===== config.mk =====
export PLATFORM = sky130hd
export DESIGN_NAME = i2c_bus_monitor
export DESIGN_NICKNAME = d
export VERILOG_FILES = /design/src/i2cmon_pkg.sv /design/src/i2cmon_decode.sv /design/src/i2cmon_evq.sv /design/src/i2c_bus_monitor.sv
export SDC_FILE = /design/constraint.sdc
export NUM_CORES = 1
export LEC_CHECK = 0
export BUFFER_PORTS_ARGS = -buffer_cell sky130_fd_sc_hd__buf_2
export CAP_MARGIN = 20
export CELL_PAD_IN_SITES_DETAIL_PLACEMENT = 0
export CELL_PAD_IN_SITES_GLOBAL_PLACEMENT = 1
export CORE_MARGIN = 2
export CORE_UTILIZATION = 49
export DETAILED_ROUTE_END_ITERATION = 6
export PLACE_DENSITY = 0.81
export SETUP_SLACK_MARGIN = 0.3
export SLEW_MARGIN = 40
export SYNTH_ARGS = -nofsm -noshare
export SYNTH_HDL_FRONTEND = slang
export SYNTH_SLANG_ARGS = --single-unit

===== constraint.sdc =====
create_clock -name clk_i -period 4.9 [get_ports clk_i]
set_clock_uncertainty 0.1 [all_clocks]
set_input_delay 0.49 -clock clk_i [delete_from_list [all_inputs] [get_ports clk_i]]
set_output_delay 0.49 -clock clk_i [all_outputs]
set_load 0.02 [all_outputs]

===== src/i2cmon_pkg.sv =====
// Shared types and constants of the I2C bus monitor.
// No dependencies; used by the decoder, the event queue and the top level.
package i2cmon_pkg;

  localparam int unsigned BITS_PER_BYTE = 8;
  localparam int unsigned BIT_IDX_W     = 4;

  localparam int unsigned IN_TDATA_W  = 40;
  localparam int unsigned OUT_TDATA_W = 48;
  localparam int unsigned OUT_USED_W  = 41;

  localparam int unsigned QDEPTH = 4;
  localparam int unsigned QPTR_W = 2;
  localparam int unsigned QCNT_W = 3;

  typedef enum logic [2:0] {
    EV_IRQ_RISE = 3'd0,
    EV_IRQ_FALL = 3'd1,
    EV_START    = 3'd2,
    EV_STOP     = 3'd3,
    EV_ACK      = 3'd4,
    EV_NACK     = 3'd5
  } event_kind_e;

  // The data byte, the interrupt level and the time sit in the same order as
  // on the output tdata; the kind leaves on tuser and the last flag on tlast.
  typedef struct packed {
    logic        last;
    logic [31:0] ev_time;
    logic        irq_value;
    logic [7:0]  data_byte;
    event_kind_e kind;
  } event_t;

  // Events produced by one sample, in delivery order.
  typedef struct packed {
    logic [1:0] cnt;
    event_t     first;
    event_t     second;
  } push_t;

endpackage


===== src/i2cmon_decode.sv =====
// Edge detection and frame decoding for the I2C bus monitor.
// Holds the bus state registers; depends on i2cmon_pkg.
module i2cmon_decode (
  input  logic               clk_i,
  input  logic               rst_ni,
  input  logic               sample_vld_i,
  input  logic               sda_i,
  input  logic               scl_i,
  input  logic               irq_i,
  input  logic [31:0]        ts_i,
  output i2cmon_pkg::push_t  push_o
);
  import i2cmon_pkg::*;

  logic                 primed_q, primed_d;
  logic                 prev_sda_q, prev_scl_q, prev_irq_q;
  logic                 in_frame_q, in_frame_d;
  logic [BIT_IDX_W-1:0] bit_idx_q, bit_idx_d;
  logic [7:0]           shift_q, shift_d;

  logic        irq_ev, bus_ev;
  event_kind_e bus_kind;
  logic [7:0]  bus_data;
  logic        scl_rise, scl_high_steady, sda_rise, sda_fall;
  event_t      irq_event, bus_event;

  assign scl_rise        = scl_i & ~prev_scl_q;
  assign scl_high_steady = scl_i & prev_scl_q;
  assign sda_rise        = sda_i & ~prev_sda_q;
  assign sda_fall        = ~sda_i & prev_sda_q;
  assign irq_ev          = primed_q & (irq_i != prev_irq_q);

  always_comb begin
    primed_d   = 1'b1;
    in_frame_d = in_frame_q;
    bit_idx_d  = bit_idx_q;
    shift_d    = shift_q;
    bus_ev     = 1'b0;
    bus_kind   = EV_STOP;
    bus_data   = 8'd0;
    if (primed_q) begin
      if (scl_rise) begin
        if (in_frame_q) begin
          if (bit_idx_q < BIT_IDX_W'(BITS_PER_BYTE)) begin
            shift_d   = {shift_q[6:0], sda_i};
            bit_idx_d = bit_idx_q + BIT_IDX_W'(1);
          end else begin
            // Ninth clock: acknowledge slot closes the byte.
            bus_ev    = 1'b1;
            bus_kind  = sda_i ? EV_NACK : EV_ACK;
            bus_data  = shift_q;
            bit_idx_d = '0;
            shift_d   = 8'd0;
          end
        end
      end else if (scl_high_steady) begin
        if (sda_rise) begin
          bus_ev     = 1'b1;
          bus_kind   = EV_STOP;
          in_frame_d = 1'b0;
          bit_idx_d  = '0;
          shift_d    = 8'd0;
        end else if (sda_fall) begin
          bus_ev     = 1'b1;
          bus_kind   = EV_START;
          in_frame_d = 1'b1;
          bit_idx_d  = '0;
          shift_d    = 8'd0;
        end
      end
    end
  end

  always_comb begin
    irq_event.kind      = irq_i ? EV_IRQ_RISE : EV_IRQ_FALL;
    irq_event.data_byte = 8'd0;
    irq_event.irq_value = irq_i;
    irq_event.ev_time   = ts_i;
    irq_event.last      = ~bus_ev;

    bus_event.kind      = bus_kind;
    bus_event.data_byte = bus_data;
    bus_event.irq_value = irq_i;
    bus_event.ev_time   = ts_i;
    bus_event.last      = 1'b1;

    push_o.cnt    = sample_vld_i ? ({1'b0, irq_ev} + {1'b0, bus_ev}) : 2'd0;
    push_o.first  = irq_ev ? irq_event : bus_event;
    push_o.second = bus_event;
  end

  always_ff @(posedge clk_i or negedge rst_ni) begin
    if (!rst_ni) begin
      primed_q   <= 1'b0;
      prev_sda_q <= 1'b0;
      prev_scl_q <= 1'b0;
      prev_irq_q <= 1'b0;
      in_frame_q <= 1'b0;
      bit_idx_q  <= '0;
      shift_q    <= 8'd0;
    end else if (sample_vld_i) begin
      primed_q   <= primed_d;
      prev_sda_q <= sda_i;
      prev_scl_q <= scl_i;
      prev_irq_q <= irq_i;
      in_frame_q <= in_frame_d;
      bit_idx_q  <= bit_idx_d;
      shift_q    <= shift_d;
    end
  end

endmodule


===== src/i2cmon_evq.sv =====
// Small event queue of the I2C bus monitor: takes up to two events a cycle
// and delivers one a cycle while the output takes them. Depends on i2cmon_pkg.
module i2cmon_evq (
  input  logic               clk_i,
  input  logic               rst_ni,
  input  i2cmon_pkg::push_t  push_i,
  input  logic               pop_i,
  output logic               space_o,
  output logic               head_vld_o,
  output i2cmon_pkg::event_t head_o
);
  import i2cmon_pkg::*;

  event_t              entry_q [QDEPTH];
  logic [QPTR_W-1:0]   wr_q, rd_q;
  logic [QCNT_W-1:0]   cnt_q;
  logic                do_pop;
  logic [QPTR_W-1:0]   wr_next;

  assign do_pop     = pop_i & head_vld_o;
  assign head_vld_o = (cnt_q != '0);
  assign head_o     = entry_q[rd_q];
  assign wr_next    = wr_q + QPTR_W'(1);
  // Room for the worst case of two events from the next sample.
  assign space_o    = (cnt_q <= QCNT_W'(QDEPTH - 2));

  always_ff @(posedge clk_i) begin
    if (push_i.cnt != 2'd0) begin
      entry_q[wr_q] <= push_i.first;
    end
    if (push_i.cnt == 2'd2) begin
      entry_q[wr_next] <= push_i.second;
    end
  end

  always_ff @(posedge clk_i or negedge rst_ni) begin
    if (!rst_ni) begin
      wr_q  <= '0;
      rd_q  <= '0;
      cnt_q <= '0;
    end else begin
      wr_q  <= wr_q + push_i.cnt[QPTR_W-1:0];
      rd_q  <= rd_q + QPTR_W'(do_pop);
      cnt_q <= cnt_q + QCNT_W'(push_i.cnt) - QCNT_W'(do_pop);
    end
  end

endmodule


===== src/i2c_bus_monitor.sv =====
// Passive I2C bus monitor. Every input request is one sample of SDA, SCL and
// an interrupt line with a 32-bit timestamp; a new sample can be taken in
// every cycle while tready is high. The sample is decoded in the same cycle
// it is accepted, and its first event can be offered on the output from the
// next cycle on: an interrupt edge gives a rising or falling event,
// an SDA fall or rise with SCL held high gives a start or a stop, and inside
// a frame each SCL rise shifts in one SDA bit, most significant first, the
// ninth rise giving an ACK or NACK data event with the byte. The very first
// sample after reset only loads the edge detectors. One sample yields zero,
// one or two events; they go into a four-entry queue and leave one per cycle
// on the output stream while it takes them, the event kind on tuser and the
// final event of each sample marked by tlast. The output delivers at most
// one event per cycle, so a burst of samples with two events each backs up
// the queue and the input then pauses until it drains to two entries; samples
// with at most one event pass at full rate while the output flows and the
// queue holds two or less. Input tready is high whenever the queue has room
// for two more events. Depends on i2cmon_pkg, i2cmon_decode and i2cmon_evq.
module i2c_bus_monitor (
  input  logic        clk_i,
  input  logic        rst_ni,
  input  logic        s_axis_tvalid_i,
  output logic        s_axis_tready_o,
  // [0] sda_level, [1] scl_level, [2] irq_level, [34:3] timestamp, [39:35] zero
  input  logic [i2cmon_pkg::IN_TDATA_W-1:0]  s_axis_tdata_i,
  output logic        m_axis_tvalid_o,
  input  logic        m_axis_tready_i,
  // [7:0] data_byte, [8] irq_value, [40:9] event_time, [47:41] zero
  output logic [i2cmon_pkg::OUT_TDATA_W-1:0] m_axis_tdata_o,
  // [2:0] event_kind
  output logic [2:0]  m_axis_tuser_o,
  // last_event
  output logic        m_axis_tlast_o
);
  import i2cmon_pkg::*;

  logic   sample_vld;
  push_t  push;
  event_t head;

  // A request is taken exactly when the queue can absorb its worst case.
  assign sample_vld = s_axis_tvalid_i & s_axis_tready_o;

  i2cmon_decode u_decode (
    .clk_i        (clk_i),
    .rst_ni       (rst_ni),
    .sample_vld_i (sample_vld),
    .sda_i        (s_axis_tdata_i[0]),
    .scl_i        (s_axis_tdata_i[1]),
    .irq_i        (s_axis_tdata_i[2]),
    .ts_i         (s_axis_tdata_i[34:3]),
    .push_o       (push)
  );

  // The queue entries act as the result register; its head is shown directly.
  i2cmon_evq u_evq (
    .clk_i      (clk_i),
    .rst_ni     (rst_ni),
    .push_i     (push),
    .pop_i      (m_axis_tready_i),
    .space_o    (s_axis_tready_o),
    .head_vld_o (m_axis_tvalid_o),
    .head_o     (head)
  );

  assign m_axis_tdata_o = {{(OUT_TDATA_W - OUT_USED_W){1'b0}},
                           head.ev_time, head.irq_value, head.data_byte};
  assign m_axis_tuser_o = head.kind;
  assign m_axis_tlast_o = head.last;

endmodule


==> out/metrics.cfg <==
[timing]
worst_pin_slew_ps = 724
setup_viol = 0
max-slew-margin-rel_pct = 51.7
finalMaxSlewViolations = 0
min_period_ps = 3390
fin_crit_sh_pct = 69.3
finalSetupTns_ps = 0
rsz0062_at_grt = false
max_freq_ghz = 0.295
hold_viol = 0

[die]
die-height_um = 141
dieArea_um2 = 19800
initial_utilization_pct = 50.3
rows = 49
ioPinCount = 98
core-area_um2 = 18100
die_x_um = 141

[setup_path]
cp_slowest_cell = o21a_2
slowest_delay_ps = 680
path_class = reg -> reg
required_ps = 4960
crit_top_cell = ha_1
path_cells = ha_1 > nand2b_1 > a21oi_1 > ha_1 > nand2_1 > nor3_1 > o21a_2 > buf_4
critical_path_arrival_ps = 3460
endpoint_kind = flop
startpoint_type = flop
crit_fanout = 27

[drt]
avgViaCountPerCell = 5.51
route.detailed.drc = 0
drt_wl_total_um = 16800
ant_nets = 0
drtPass1Iterations = 4
drtIter0Drc = 415
vias = 5139
drt-wirelength-per-cell_um = 18.0

[clock_tree]
postCtsSetupRepairBufs = 0
cts_tree = built
cts_buffer_depth = 3
cts_sinks = 204
root_buffer = clkbuf_16
htree_levels = 1
clk_pin_slew_ps = 60
cts_made_buffers = 22
insertion_delay_ps = 490
cts_resized = 0

[finish]
multi_input_area_um2 = 2970
num_antenna_cells = 0
area_delta_synth_final_pct = 15.8
drive_above_1_share_pct = 27.7
layout.area.seq_um2 = 5970
fillCellCount = 1420
nets = 742

[power_and_ir_drop]
power_leakage_nw = 3.89
clock_power_share_pct = 29.6
comb_power_share_pct = 30.7
power_frac_seq_pct = 39.7
p_sw_w = 0.00183
internal-power_w = 0.00393
switching_share_pct = 31.7
irDropWorstVdd_mv = 0.347
finalPower_w = 0.00576
power_density_nw_per_um2 = 544

[logic_synthesis]
netlist_area_um2 = 9140
avgSynthCellArea_um2 = 15.1
ys_types = 60
yosysSeqAreaShare_pct = 65.3
synth_edf_count = 176
synth_top_flop_cell = edfxtp_1
yosysWarnings = 0
syn_inst = 604
ys_async_sr_fraction_pct = 11.8
synth_seq_cells = 204

[global_routing]
grt_pass1_vias = 5442
grt_max_degree = 70
grt_overflow = 0
antenna_found_initial = 0
grt_pass1_wl_um = 27400
grt.total_usage_pct = 17.5

[placement]
io_buffers = 85
dp_hpwl_um = 10500
place_congestion = 0.836

[outcome]
status = completed

[job]
maxCapViolations = 0

[min_path]
hold_path.class = in -> reg

cells in the final DEF, fill, tap and decap left out, types with 3 or more instances in the layout:
cell type | Yosys | layout
xnor2_1 | 3 | 3
o21ai_0 | 3 | 3
nor3_1 | 6 | 6
buf_12 | 0 | 4
xor2_1 | 3 | 3
nand3_1 | 4 | 4
a21oi_1 | 4 | 4
buf_2 | 10 | 85
buf_4 | 8 | 4
mux4_2 | 45 | 45
and2_1 | 134 | 134
nand2b_1 | 3 | 3
conb_1 | 1 | 7
nand4_1 | 3 | 3
dfxtp_1 | 4 | 4
nand2_1 | 21 | 21
nor2_1 | 50 | 49
clkbuf_1 | 22 | 6
bufinv_16 | 0 | 4
clkinv_1 | 0 | 4
ha_1 | 9 | 9
edfxtp_1 | 176 | 176
a31oi_1 | 8 | 8
inv_1 | 9 | 9
clkbuf_16 | 0 | 23
dfrtp_1 | 24 | 22
a22o_2 | 7 | 7
cells by family (layout without fill, tap and decap cells):
logic type | count (synthesis) | count (layout) | share of synthesized area, %
fa+ha+maj | 10 | 10 | 1.45
xor+xnor | 6 | 6 | 0.575
compound gates | 44 | 44 | 3.85
flops | 204 | 204 | 65.3
mux | 47 | 47 | 11.3
simple gates | 240 | 240 | 14.8
buf+inv | 52 | 145 | 2.68
other cells | 1 | 7 | 0.0411
final timing paths:
check / startpoint / to / slack (ps) / cells past startpoint
max: u_decode.prev_sda_q / u_evq.entry_q[0][16] / 1510 / 8
min: s_axis_tdata_i[1] / u_decode.prev_scl_q / 180 / 3
max reg2reg: u_decode.prev_sda_q / u_evq.entry_q[0][16] / 1510 / 8
min reg2reg: u_evq.entry_q[3][44] / u_evq.entry_q[3][44] / 360 / 1
max in group asynchronous: rst_ni / u_evq.rd_q[0] / 3860 / 2
min in group asynchronous: rst_ni / u_evq.cnt_q[2] / 420 / 2
layer usage:
layer  GRT usage, %  part of all wire, %  vias up
met5              0                    0        -
met4           5.79                  2.6        0
met3           2.39                  5.5       33
met2           30.9                   51      146
met1           22.5                   41     2555
li1               -                    -     2405
Yosys cell counts (4+ instances only):
cell type / instances / share of area [%]
a31oi_1: 8 / 0.55
dfxtp_1: 4 / 0.88
nand3_1: 4 / 0.22
nand2_1: 21 / 0.86
edfxtp_1: 176 / 58
and2_1: 134 / 9.2
buf_2: 10 / 0.55
a22o_2: 7 / 0.77
a21oi_1: 4 / 0.22
buf_4: 8 / 0.66
mux4_2: 45 / 11
ha_1: 9 / 1.2
nor2_1: 50 / 2.1
inv_1: 9 / 0.37
nor3_1: 6 / 0.33
clkbuf_1: 22 / 0.90
dfrtp_1: 24 / 6.6
state kept, by name (all words and copies together) (netlist names):
| signal | flops |
|---|---|
| u_decode.bit_idx_q | 4 |
| u_decode.in_frame_q | 1 |
| u_decode.prev_irq_q | 1 |
| u_decode.prev_scl_q | 1 |
| u_decode.prev_sda_q | 1 |
| u_decode.primed_q | 1 |
| u_decode.shift_q | 8 |
| u_evq.cnt_q | 3 |
| u_evq.entry_q | 180 |
| u_evq.rd_q | 2 |
| u_evq.wr_q | 2 |
stage by stage:
stage / hold WS [ps] / instance area, um^2 / setup slack, ps / instances / util, %
6_report: 176 / 10600 / 1510 / 932 / 58.3
5_1_grt: 185 / 10600 / 1240 / 932 / 58.3
4_1_cts: 160 / 10600 / 1460 / 931 / 58.2
3_5_place_dp: 353 / 9800 / 1120 / 891 / 54.0
3_3_place_gp: 348 / 9780 / 1280 / 890 / 53.9
2_1_floorplan: 94.4 / 9160 / 1050 / 610 / -
worst max-delay path: cells and delay by family (launching register included):
family          cells  cell delay, ps
flops               1             370
buf+inv             1             420
fa+ha+maj           2             660
compound gates      2             860
simple gates        3             650
power groups by stage:
stage          Clock, W  Combinational, W  Sequential [W]
6_report        0.00171           0.00177         0.00229
2_1_floorplan         0           0.00138         0.00220
5_1_grt         0.00181           0.00190         0.00232
3_3_place_gp          0           0.00167         0.00238
3_5_place_dp          0           0.00179         0.00233
4_1_cts         0.00175           0.00180         0.00229
cell type report:
type / instances / share of cell area (%)
clock inverter: 10 / 1.45
timing repair buffer: 95 / 5.30
multi-input combinational: 354 / 28.1
sequential: 204 / 56.4
tap: 229 / 2.71
clock buffer: 29 / 5.65
inverter: 11 / 0.390
timing repair:
item,in CTS,in global routing
endpoints found under the hold margin,24,0
endpoints found under the setup margin,0,0
hold buffers,1,0
No activity file was read; power rests on OpenSTA's default activity.
